--- src/sv/rtte_pkg.sv ---
// Shared types, register indexes and defaults for the RTT timeout estimator.
package rtte_pkg;

  localparam int unsigned MsWidth = 24;
  localparam int unsigned CfgIdxWidth = 2;

  localparam logic [MsWidth-1:0] DefaultMinRto = MsWidth'(200);
  localparam logic [MsWidth-1:0] DefaultMaxRto = MsWidth'(60000);
  localparam logic [MsWidth-1:0] DefaultRto    = MsWidth'(1000);

  typedef logic [MsWidth-1:0] ms_t;

  typedef enum logic [CfgIdxWidth-1:0] {
    CFG_INITIAL_RTO = 2'd0,
    CFG_MIN_RTO     = 2'd1,
    CFG_MAX_RTO     = 2'd2
  } cfg_idx_e;

  // Effective settings handed from the register block to the datapath.
  typedef struct packed {
    logic restart;
    ms_t  init_rto;
    ms_t  min_rto;
    ms_t  max_rto;
  } cfg_t;

endpackage

--- src/sv/rtt_retransmit_timeout_estimator.sv ---
// Top level: request register, estimator update and result register.
// Path: request accept into the input register, estimator update, then the result register.
// Throughput: one request per cycle while the result side is ready; the state update is combinational.
// Input and result registers stall together when the result side is not ready.
// Reset: asynchronous, active low; clears config (defaults in force) and estimator state,
// timeout starts at the clamped default initial value. Config writes restart the same way.
module rtt_retransmit_timeout_estimator #(
  parameter rtte_pkg::ms_t InitRtoDefault = rtte_pkg::DefaultRto,
  parameter rtte_pkg::ms_t MinRtoDefault  = rtte_pkg::DefaultMinRto,
  parameter rtte_pkg::ms_t MaxRtoDefault  = rtte_pkg::DefaultMaxRto
) (
  input  logic                                  clk_i,
  input  logic                                  rst_ni,
  input  logic                                  cfg_we_i,
  input  logic [rtte_pkg::CfgIdxWidth-1:0]      cfg_idx_i,
  input  logic [rtte_pkg::MsWidth-1:0]          cfg_wdata_i,
  input  logic                                  s_axis_tvalid_i,
  output logic                                  s_axis_tready_o,
  input  logic [23:0]                           s_axis_tdata_i,  // [23:0] sample_ms
  input  logic                                  s_axis_tuser_i,  // [0] func
  output logic                                  m_axis_tvalid_o,
  input  logic                                  m_axis_tready_i,
  // [23:0] timeout_ms, [47:24] smoothed_ms, [71:48] variation_ms
  output logic [71:0]                           m_axis_tdata_o,
  output logic                                  m_axis_tuser_o   // [0] estimate_valid
);
  import rtte_pkg::*;

  cfg_t cfg;

  logic in_valid_q;
  logic in_func_q;
  ms_t  in_sample_q;
  logic out_valid_q;
  ms_t  out_tmo_q, out_srtt_q, out_var_q;
  logic out_have_q;

  logic out_ready;
  logic fire;
  ms_t  res_tmo, res_srtt, res_var;
  logic res_have;

  assign out_ready       = !out_valid_q || m_axis_tready_i;
  assign fire            = in_valid_q && out_ready;
  assign s_axis_tready_o = !in_valid_q || out_ready;

  rtte_cfg #(
    .InitRtoDefault (InitRtoDefault),
    .MinRtoDefault  (MinRtoDefault),
    .MaxRtoDefault  (MaxRtoDefault)
  ) u_cfg (
    .clk_i       (clk_i),
    .rst_ni      (rst_ni),
    .cfg_we_i    (cfg_we_i),
    .cfg_idx_i   (cfg_idx_i),
    .cfg_wdata_i (cfg_wdata_i),
    .cfg_o       (cfg)
  );

  rtte_core u_core (
    .clk_i       (clk_i),
    .rst_ni      (rst_ni),
    .cfg_i       (cfg),
    .fire_i      (fire),
    .func_i      (in_func_q),
    .sample_i    (in_sample_q),
    .timeout_o   (res_tmo),
    .smoothed_o  (res_srtt),
    .variation_o (res_var),
    .valid_o     (res_have)
  );

  always_ff @(posedge clk_i or negedge rst_ni) begin
    if (!rst_ni) begin
      in_valid_q <= 1'b0;
    end else if (s_axis_tready_o) begin
      in_valid_q <= s_axis_tvalid_i;
    end
  end

  always_ff @(posedge clk_i) begin
    if (s_axis_tready_o && s_axis_tvalid_i) begin
      in_func_q   <= s_axis_tuser_i;
      in_sample_q <= s_axis_tdata_i;
    end
  end

  always_ff @(posedge clk_i or negedge rst_ni) begin
    if (!rst_ni) begin
      out_valid_q <= 1'b0;
    end else if (fire) begin
      out_valid_q <= 1'b1;
    end else if (m_axis_tready_i) begin
      out_valid_q <= 1'b0;
    end
  end

  always_ff @(posedge clk_i) begin
    if (fire) begin
      out_tmo_q  <= res_tmo;
      out_srtt_q <= res_srtt;
      out_var_q  <= res_var;
      out_have_q <= res_have;
    end
  end

  assign m_axis_tvalid_o = out_valid_q;
  assign m_axis_tdata_o  = {out_var_q, out_srtt_q, out_tmo_q};
  assign m_axis_tuser_o  = out_have_q;

endmodule

--- src/sv/rtte_cfg.sv ---
// Configuration registers with default substitution and estimator restart.
module rtte_cfg #(
  parameter rtte_pkg::ms_t InitRtoDefault = rtte_pkg::DefaultRto,
  parameter rtte_pkg::ms_t MinRtoDefault  = rtte_pkg::DefaultMinRto,
  parameter rtte_pkg::ms_t MaxRtoDefault  = rtte_pkg::DefaultMaxRto
) (
  input  logic                                  clk_i,
  input  logic                                  rst_ni,
  input  logic                                  cfg_we_i,
  input  logic [rtte_pkg::CfgIdxWidth-1:0]      cfg_idx_i,
  input  logic [rtte_pkg::MsWidth-1:0]          cfg_wdata_i,
  output rtte_pkg::cfg_t                        cfg_o
);
  import rtte_pkg::*;

  ms_t  init_q, min_q, max_q;
  logic hit;

  always_comb begin
    hit = 1'b0;
    case (cfg_idx_i)
      CFG_INITIAL_RTO, CFG_MIN_RTO, CFG_MAX_RTO: hit = cfg_we_i;
      default:                                   hit = 1'b0;
    endcase
  end

  always_ff @(posedge clk_i or negedge rst_ni) begin
    if (!rst_ni) begin
      init_q <= '0;
      min_q  <= '0;
      max_q  <= '0;
    end else if (cfg_we_i) begin
      case (cfg_idx_i)
        CFG_INITIAL_RTO: init_q <= cfg_wdata_i;
        CFG_MIN_RTO:     min_q  <= cfg_wdata_i;
        CFG_MAX_RTO:     max_q  <= cfg_wdata_i;
        default: ;
      endcase
    end
  end

  // zero in a register selects the built-in default
  assign cfg_o.restart  = hit;
  assign cfg_o.init_rto = (init_q == '0) ? InitRtoDefault : init_q;
  assign cfg_o.min_rto  = (min_q  == '0) ? MinRtoDefault  : min_q;
  assign cfg_o.max_rto  = (max_q  == '0) ? MaxRtoDefault  : max_q;

endmodule

--- src/sv/rtte_core.sv ---
// Estimator state and combinational SRTT/RTTVAR/RTO update.
module rtte_core (
  input  logic                          clk_i,
  input  logic                          rst_ni,
  input  rtte_pkg::cfg_t                cfg_i,
  input  logic                          fire_i,
  input  logic                          func_i,
  input  logic [rtte_pkg::MsWidth-1:0]  sample_i,
  output logic [rtte_pkg::MsWidth-1:0]  timeout_o,
  output logic [rtte_pkg::MsWidth-1:0]  smoothed_o,
  output logic [rtte_pkg::MsWidth-1:0]  variation_o,
  output logic                          valid_o
);
  import rtte_pkg::*;

  ms_t  srtt_q, srtt_d;
  ms_t  var_q, var_d;
  ms_t  tmo_q, tmo_d;
  logic have_q, have_d;
  logic fresh_q;   // timeout still equals the clamped initial value

  ms_t                cur_tmo;
  ms_t                diff;
  logic [MsWidth+2:0] var_sum;
  logic [MsWidth:0]   var_new;
  logic [MsWidth+3:0] srtt_sum;
  ms_t                var_first;
  logic [MsWidth+2:0] rto_sum;
  logic [MsWidth:0]   dbl;

  function automatic ms_t clamp(input logic [MsWidth+2:0] v, input ms_t lo, input ms_t hi);
    logic [MsWidth+2:0] t;
    t = v;
    if (t < {3'b000, lo}) t = {3'b000, lo};
    if (t > {3'b000, hi}) t = {3'b000, hi};
    return t[MsWidth-1:0];
  endfunction

  always_comb begin
    cur_tmo   = fresh_q ? clamp({3'b000, cfg_i.init_rto}, cfg_i.min_rto, cfg_i.max_rto)
                        : tmo_q;
    diff      = (srtt_q >= sample_i) ? srtt_q - sample_i : sample_i - srtt_q;
    var_sum   = {3'b000, var_q} + {2'b00, var_q, 1'b0} + {3'b000, diff};
    var_new   = var_sum[MsWidth+2:2];
    if (var_new == '0) var_new = (MsWidth+1)'(1);
    srtt_sum  = {1'b0, srtt_q, 3'b000} - {4'b0000, srtt_q} + {4'b0000, sample_i};
    var_first = {1'b0, sample_i[MsWidth-1:1]};
    if (var_first == '0) var_first = MsWidth'(1);

    srtt_d = srtt_q;
    var_d  = var_q;
    have_d = have_q;
    tmo_d  = cur_tmo;
    if (!func_i) begin
      have_d = 1'b1;
      if (!have_q) begin
        srtt_d = sample_i;
        var_d  = var_first;
      end else begin
        srtt_d = srtt_sum[MsWidth+2:3];
        var_d  = var_new[MsWidth-1:0];
      end
      rto_sum = {3'b000, srtt_d} + {1'b0, var_d, 2'b00};
      tmo_d   = clamp(rto_sum, cfg_i.min_rto, cfg_i.max_rto);
      dbl     = '0;
    end else begin
      rto_sum = '0;
      dbl     = {cur_tmo, 1'b0};
      // doubling saturates at the maximum only
      tmo_d   = (dbl > {1'b0, cfg_i.max_rto}) ? cfg_i.max_rto : dbl[MsWidth-1:0];
    end
  end

  always_ff @(posedge clk_i or negedge rst_ni) begin
    if (!rst_ni) begin
      srtt_q  <= '0;
      var_q   <= '0;
      tmo_q   <= '0;
      have_q  <= 1'b0;
      fresh_q <= 1'b1;
    end else if (cfg_i.restart) begin
      srtt_q  <= '0;
      var_q   <= '0;
      have_q  <= 1'b0;
      fresh_q <= 1'b1;
    end else if (fire_i) begin
      srtt_q  <= srtt_d;
      var_q   <= var_d;
      tmo_q   <= tmo_d;
      have_q  <= have_d;
      fresh_q <= 1'b0;
    end
  end

  assign timeout_o   = tmo_d;
  assign smoothed_o  = srtt_d;
  assign variation_o = var_d;
  assign valid_o     = have_d;

endmodule
--- config.mk ---
export PLATFORM = sky130hd
export DESIGN_NAME = rtt_retransmit_timeout_estimator
export DESIGN_NICKNAME = d
export VERILOG_FILES = /design/src/sv/rtte_pkg.sv /design/src/sv/rtt_retransmit_timeout_estimator.sv /design/src/sv/rtte_cfg.sv /design/src/sv/rtte_core.sv
export SDC_FILE = /design/constraint.sdc
export NUM_CORES = 1
export LEC_CHECK = 0
export BUFFER_PORTS_ARGS = -buffer_cell sky130_fd_sc_hd__buf_2
export CAP_MARGIN = 20
export CORE_ASPECT_RATIO = 1.5
export CORE_MARGIN = 5
export CORE_UTILIZATION = 57
export DETAILED_ROUTE_END_ITERATION = 8
export PLACE_DENSITY = 0.78
export SLEW_MARGIN = 20
export SYNTH_ARGS = -nofsm -noshare
export SYNTH_HDL_FRONTEND = slang
export SYNTH_SLANG_ARGS = --single-unit
--- constraint.sdc ---
create_clock -name clk_i -period 11.68 [get_ports clk_i]
set_clock_uncertainty 0.15 [all_clocks]
set_input_delay 0 -clock clk_i [delete_from_list [all_inputs] [get_ports clk_i]]
set_output_delay 0 -clock clk_i [all_outputs]
set_load 0.02 [all_outputs]
==> results of run 1 <==
==> flip-flops by register name, indices dropped and copies added (netlist names) <==
signal	cells
u_core.var_q	24
u_cfg.init_q	24
in_valid_q	1
out_var_q	24
u_core.fresh_q	1
m_axis_tvalid_o	1
u_cfg.max_q	24
m_axis_tuser_o	1
out_srtt_q	24
u_core.srtt_q	24
in_func_q	1
u_core.tmo_q	24
u_cfg.min_q	24
u_core.have_q	1
out_tmo_q	24
in_sample_q	24
==> timing repair <==
item                                    CTS  global route
pin swaps                                60            62
endpoints found under the hold margin   181             0
gates cloned                              3             1
endpoints found under the setup margin   48            48
setup buffers                            24            12
hold buffers                             75             0
gates resized for setup                 160            68
==> Yosys cell counts, types with 13 or more instances <==
cell type / number / share of area, %
o21bai_1: 19 / 0.64
edfxtp_1: 98 / 13
a21oi_1: 214 / 4.8
o21ai_0: 134 / 3.0
a211oi_1: 40 / 1.3
nand2_1: 170 / 2.9
and3_1: 25 / 0.70
inv_1: 243 / 4.1
buf_2: 14 / 0.31
ha_1: 234 / 13
mux2_2: 129 / 6.5
a221o_1: 16 / 0.72
clkbuf_1: 91 / 1.5
nor2b_1: 26 / 0.73
a31oi_1: 25 / 0.70
a21o_1: 78 / 2.6
nor2_1: 176 / 3.0
and2_1: 13 / 0.37
or2_2: 15 / 0.42
mux2i_1: 42 / 1.9
fa_1: 49 / 4.4
nor3_1: 39 / 0.88
nor4_1: 27 / 0.76
nand3_1: 62 / 1.4
buf_1: 15 / 0.25
xor2_1: 37 / 1.5
dfrtp_1: 147 / 17
o21a_1: 26 / 0.88
nand2b_1: 18 / 0.51
nand4_1: 37 / 1.0
xnor2_1: 43 / 1.7
==> worst max-delay path: cells and delay by family, from the launching register on <==
kind | cells | cell delay, ps
multiplexers | 2 | 620
adder cells (fa/ha/maj) | 7 | 2010
AND/OR/NAND/NOR | 15 | 3220
AO/OA/AOI/OAI | 22 | 4210
XOR/XNOR | 2 | 540
buffers and inverters | 11 | 1220
flip-flops | 1 | 400
==> layout make-up <==
cell class	instances	area [um^2]	share of cell area, %
antenna	1	2.50	0.00859
clock buffer	36	773	2.65
clock inverter	12	105	0.361
inverter	246	926	3.18
multi-input combinational	1880	15200	52.1
sequential	246	6650	22.8
tap	495	619	2.13
timing repair buffer	639	4890	16.8
==> per-stage QoR <==
step	util [%]	worst slack [ps]
after floorplan	-	34.0
after global placement	67.6	-1220
after detailed placement	67.6	-1590
after CTS	74.5	-429
after global routing	75.6	-1420
final	75.6	-961
==> path summary, 6_finish.rpt <==
| kind | startpoint | endpoint | slack (ps) |
|---|---|---|---|
| max | u_core.srtt_q[0] | out_tmo_q[9] | -960 |
| min reg2reg | in_valid_q | m_axis_tvalid_o | 370 |
| min | s_axis_tdata_i[20] | in_sample_q[20] | 2 |
| min in group asynchronous | rst_ni | u_core.fresh_q | 390 |
| max in group asynchronous | rst_ni | u_core.have_q | 9970 |
| max reg2reg | u_core.srtt_q[0] | out_tmo_q[9] | -960 |
==> cell families (layout without fill, tap and decap cells) <==
group / count (synthesis) / in the layout
compound gates: 691 / 691
xor+xnor: 80 / 80
fa+ha+maj: 283 / 283
buf+inv: 373 / 933
flops: 246 / 246
mux: 175 / 175
other cells: 0 / 1
simple gates: 651 / 651
==> routing by layer <==
| metal | vias up | share of wire [%] | GRT usage (%) | wire length (um) |
|---|---|---|---|---|
| li1 | 10100 | - | - | - |
| met1 | 10900 | 34 | 43.4 | 30200 |
| met2 | 1376 | 49 | 68.0 | 43100 |
| met3 | 489 | 7.4 | 5.13 | 6510 |
| met4 | 0 | 9.8 | 30.4 | 8720 |
| met5 | - | 0 | 0 | 0 |
==> where the power goes <==
group | leakage (nW) | internal (mW) | switching [mW]
logic | 10.6 | 3.71 | 4.38
registers | 2.76 | 1.13 | 0.165
clock network | 0.431 | 0.490 | 0.391
total | 13.8 | 5.33 | 4.94
==> placed cells by master, fill, tap and decap left out, drive strengths merged, types with 98 or more instances in the layout <==
master  netlist  routed
ha          234     234
nand2       170     170
inv         244     249
buf          36     564
dfrtp       147     147
edfxtp       98      98
o21ai       140     140
nor2        177     177
mux2        132     132
a21oi       215     215
==> flow_summary_export.csv, run 1 <==
group,metric,value,unit
run_status,outcome,"complete, but fails checks",
run_status,violations,"negative setup slack",
worst_setup_path,path_class,"flip-flop to flip-flop",
timing,post-route-min-period,12640,ps
synthesis,synth-main-ff-cell,"dfrtp_1",
worst_hold_path,holdPathStages,2,
detailed_routing,drc,0,
clock_network,clk_path_buf_depth,3,
global_routing,grtUsageTotal,39.4,%
floorplan,dieArea,0.0432,mm^2
layout,stdcell_count,3555,
detailed_routing,antenna_left,0,
clock_network,cts.clk_slew.worst_paths,70,ps
synthesis,synth.distinct_cells,90,
synthesis,synthSimpleGateAreaFrac,14.1,%
timing,max_freq,0.0791,GHz
synthesis,async_reset_ff_share,60.2,%
worst_setup_path,cp.required,11880,ps
flow_run,drv_cap,0,
worst_setup_path,r2r_cells,59,
synthesis,synth_compound_area_share,20.2,%
synthesis,synthCells,2499,
power_and_ir_drop,pwr_density_cell,352,mW/mm^2
worst_setup_path,critPathArrivalTime,12840,ps
layout,fillers,2771,
placed_design,place_hpwl,65200,um
clock_network,cts_tree,"done",
timing,fin_tns_setup,-40700,ps
layout,design_area,0.0291,mm^2
timing,hold_viol_final,0,
worst_setup_path,max_stage_delay,470,ps
synthesis,synthAdderAreaFrac,17.5,%
floorplan,io_pins,131,
timing,max-slew-margin-rel,28.7,%
worst_setup_path,startpoint_type,"flip-flop",
worst_setup_path,crit_slowest_cell,"fa_1",
power_and_ir_drop,p_leak,13.8,nW
global_routing,grt_pass1_wl,132000,um
synthesis,synth-edff-count,98,
timing,layout_setup_ws,-961,ps
detailed_routing,routed_wl,88600,um
floorplan,core,0.0385,mm^2
floorplan,initial_core_util,57.8,%
clock_network,htree_levels,1,
synthesis,synth_seq_cells,246,
synthesis,synth_top_family_by_area,"compound AO/OA/AOI/OAI gates",
worst_setup_path,worstSetupEndpointType,"flip-flop",
synthesis,syn-cell-area,0.0223,mm^2
floorplan,die_w,171,um
worst_setup_path,cp_max_fo,7,
placed_design,dp_cells,3394,
detailed_routing,wire_per_inst,24.9,um
synthesis,syn_area_per_cell,8.91,um^2
global_routing,grt_pass1_vias,23700,
synthesis,synth-seq-area-share,29.8,%
synthesis,syn_nets,2838,
detailed_routing,initialDrtViolationCount,2624,
layout,final_layout_size_suffix_gt1_share,29.5,%
floorplan,rows,88,
floorplan,dieHeight,252,um
detailed_routing,vias,22900,
clock_network,cts_sinks,246,
clock_network,root_buffer,"clkbuf_16",
power_and_ir_drop,ir_drop,0.260,mV
layout,nets,3378,
timing,holdWs,2.01,ps
synthesis,synth_warnings,0,
clock_network,clk_latency,580,ps
detailed_routing,avgViaCountPerCell,6.43,
detailed_routing,drt-pass1-iter-count,6,
timing,worst_slew_pin_slew,1060,ps
power_and_ir_drop,total_power,10.3,mW
synthesis,synthMuxAreaShare,8.66,%
timing,fin_crit_sh,108,%
worst_hold_path,min-delay-path-class,"input port to flip-flop",
placed_design,placed_area,0.0261,mm^2
global_routing,antenna_found_initial,0,
clock_network,numCtsBuffers,26,
timing,rsz0062_at_grt,"yes",
placed_design,port_buffers,130,
worst_setup_path,cpMostUsedCell,"inv_2",
synthesis,synth-xor-area-share,3.15,%
timing,finalSetupViolCount,48,
global_routing,grt_max_degree,76,
layout,syn_to_final_growth,30.9,%
global_routing,grt-ovfl-total,0,
placed_design,gp_congestion,1.04,
timing,slew_viol_final,0,
(Power assumes the default switching activity.)
==> inputs of run 2 (changes only) <==
--- a/config.mk
+++ b/config.mk
@@ -5,7 +5,8 @@
 export SDC_FILE = /design/constraint.sdc
 export NUM_CORES = 1
 export LEC_CHECK = 0
-export BUFFER_PORTS_ARGS = -buffer_cell sky130_fd_sc_hd__buf_2
+export ABC_AREA = 1
+export BUFFER_PORTS_ARGS = -buffer_cell sky130_fd_sc_hd__clkbuf_2
 export CAP_MARGIN = 20
 export CORE_ASPECT_RATIO = 1.5
 export CORE_MARGIN = 5
==> run 2 against run 1 <==
Effect of this change:
- the run now ends clean
- maximum frequency is 13% higher
- final area down 12%
- final cell count increased by 7.9%
- via count up 2.2%
- synthesized area down 0.13%
- global-route usage rose by 1.3 points
- sequential share of layout area increased by 3.0 points
- largest cell class unchanged
- largest power group unchanged
- highest routed layer is now met5
==> flow_summary_export.csv, run 2 <==
group,metric,value,unit
power_and_ir_drop,p_sw_share,55.0,%
clock_network,clk_path_buf_depth,3,
placed_design,port_buffers,130,
detailed_routing,drc,0,
global_routing,antenna_found_initial,1,
layout,layout_common_cells,"nand2_1 (813), inv_1 (474), o21ai_0 (250)",
detailed_routing,initialDrtViolationCount,2128,
floorplan,core,0.0385,mm^2
clock_network,numCtsBuffers,25,
worst_setup_path,crit_slowest_cell,"fa_1",
flow_run,drv_cap,0,
synthesis,syn_nets,3437,
detailed_routing,avgViaCountPerCell,6.09,
synthesis,synth.distinct_cells,55,
clock_network,cts.clk_slew.worst_paths,70,ps
timing,holdWs,15.9,ps
layout,n_antenna_cell,0,
layout,fillers,3375,
detailed_routing,antenna_left,0,
detailed_routing,routed_wl,90300,um
worst_setup_path,worstSetupEndpointType,"flip-flop",
timing,fin_crit_sh,96.0,%
detailed_routing,vias,23400,
layout,syn_to_final_growth,15.8,%
power_and_ir_drop,pwr-share-comb,74.5,%
synthesis,yosysMostFrequentCell,"nand2_1",
worst_setup_path,cp.required,11990,ps
detailed_routing,wire_per_inst,23.6,um
power_and_ir_drop,switchingPower,4.74,mW
placed_design,placed_area,0.0238,mm^2
global_routing,grt_pass1_vias,23500,
worst_setup_path,max_stage_delay,500,ps
floorplan,rows,88,
floorplan,die_w,171,um
clock_network,clk_latency,580,ps
timing,slew_viol_final,0,
clock_network,htree_levels,1,
synthesis,synth_top_area_share,16.5,%
synthesis,synthCells,3098,
timing,max-slew-margin-rel,21.1,%
layout,mostFrequentLayoutCell,"nand2_1",
detailed_routing,drt-pass1-iter-count,8,
synthesis,async_reset_ff_share,60.2,%
layout,nets,3660,
synthesis,syn-cell-area,0.0222,mm^2
global_routing,grt_pass1_wl,133000,um
clock_network,root_buffer,"clkbuf_16",
layout,postLayoutCoreUtil,66.8,%
synthesis,synth-main-ff-cell,"dfrtp_1",
worst_setup_path,path_class,"flip-flop to flip-flop",
power_and_ir_drop,pwr-share-clk,10.2,%
placed_design,place_hpwl,68000,um
floorplan,dieArea,0.0432,mm^2
worst_setup_path,cpMostUsedCell,"nand2_1",
floorplan,initial_core_util,57.7,%
layout,final_layout_size_suffix_gt1_share,10.9,%
layout,regArea,0.00665,mm^2
global_routing,grt-ovfl-total,0,
synthesis,synth_area_leaders,"dfrtp_1 (17%), nand2_1 (14%), edfxtp_1 (13%), ha_1 (13%), inv_1 (8.1%)",
synthesis,yosysTopAreaCell,"dfrtp_1",
synthesis,synth-edff-count,98,
timing,worst_slew_pin_slew,1180,ps
power_and_ir_drop,pwr_density_cell,335,mW/mm^2
clock_network,cts_sinks,246,
clock_network,cts_tree,"done",
global_routing,grtUsageTotal,40.7,%
timing,post-route-min-period,11220,ps
worst_hold_path,min-delay-path-class,"input port to flip-flop",
power_and_ir_drop,p_leak,13.4,nW
worst_setup_path,critPathArrivalTime,11530,ps
floorplan,io_pins,131,
power_and_ir_drop,seqPwrFrac,15.3,%
timing,max_freq,0.0892,GHz
placed_design,gp_congestion,1.06,
synthesis,synth_seq_cells,246,
synthesis,synth_warnings,0,
power_and_ir_drop,total_power,8.62,mW
timing,hold_viol_final,0,
layout,multi_input_area,0.0135,mm^2
timing,finalSetupViolCount,0,
global_routing,grt_max_degree,77,
synthesis,synth_common_cells,"nand2_1 (815), inv_1 (480), o21ai_0 (262)",
power_and_ir_drop,ir_drop,0.298,mV
floorplan,dieHeight,252,um
synthesis,synth-seq-area-share,29.9,%
power_and_ir_drop,p_int,3.88,mW
run_status,outcome,"finished, final reports clean",
layout,design_area,0.0257,mm^2
worst_setup_path,startpoint_type,"flip-flop",
synthesis,syn_area_per_cell,7.18,um^2
worst_setup_path,cp_max_fo,15,
## run 2: power groups by stage
stage / registers [mW] / clock network [mW] / logic, mW
after global routing: 1.33 / 0.917 / 6.97
after global placement: 1.32 / 0 / 5.82
final: 1.32 / 0.883 / 6.42
after CTS: 1.31 / 0.885 / 6.03
after detailed placement: 1.32 / 0 / 5.94
after floorplan: 1.36 / 0 / 3.84
## run 2: area by class of cell
| class | count | share of cell area (%) |
|---|---|---|
| Clock buffer | 36 | 2.99 |
| Clock inverter | 10 | 0.447 |
| Timing Repair Buffer | 306 | 8.72 |
| Multi-Input combinational cell | 2256 | 52.5 |
| Sequential cell | 246 | 25.8 |
| Inverter | 486 | 7.10 |
| Tap cell | 495 | 2.41 |
## run 2: per-layer routing
metal | routed length [um] | vias up | global-route usage (%)
met4 | 11300 | 2 | 39.3
met3 | 5550 | 505 | 4.62
li1 | - | 10600 | -
met1 | 28200 | 10900 | 39.4
met2 | 45200 | 1284 | 72.8
met5 | 8 | - | 0
## run 2: final timing paths
kind | endpoint | start | slack [ps] | cells after the start
max | u_core.tmo_q[1] | in_sample_q[19] | 460 | 72
min | in_sample_q[14] | s_axis_tdata_i[14] | 20 | 2
max reg2reg | u_core.tmo_q[1] | in_sample_q[19] | 460 | 72
min reg2reg | u_core.tmo_q[3] | u_core.tmo_q[3] | 330 | 2
max in group asynchronous | u_core.var_q[2] | rst_ni | 10000 | 4
min in group asynchronous | u_core.fresh_q | rst_ni | 380 | 3
## run 2: what timing repair did
item                                    in CTS  in global routing
endpoints found under the hold margin      197                  0
hold buffers                                73                  0
endpoints found under the setup margin      48                 48
resized for setup                            8                 55
setup buffers                                1                  7
cloned                                       0                  3
pin swaps                                    1                  9
## run 2: worst max-delay path: cells and delay by family (launching register included)
family,cells,cell delay [ps]
adder cells (fa/ha/maj),7,2230
AO/OA/AOI/OAI,15,2740
AND/OR/NAND/NOR,35,3560
buffers and inverters,13,1610
XOR/XNOR,2,320
flip-flops,1,430
## run 2: logic make-up (layout without fill, tap and decap cells)
| kind of cell | after synthesis | count (layout) | synth area share (%) |
|---|---|---|---|
| and+or+nand+nor | 1305 | 1307 | 24.7 |
| adders and majority gates | 283 | 283 | 17.6 |
| xor gates and xnor gates | 62 | 62 | 2.44 |
| DFF | 246 | 246 | 29.9 |
| buffers and inverters | 598 | 838 | 10.3 |
| AOI/OAI and AO/OA | 600 | 600 | 14.9 |
| muxes | 4 | 4 | 0.180 |
## run 2: metrics by stage
stage | instances | TNS (ps) | worst slack, ps
floorplan | 3098 | 0 | 2060
global placement | 3705 | -33540 | -764
detailed placement | 3705 | -18430 | -443
CTS | 3825 | 0 | 28.2
global route | 3835 | -332 | -64.2
finish | 3835 | 0 | 464
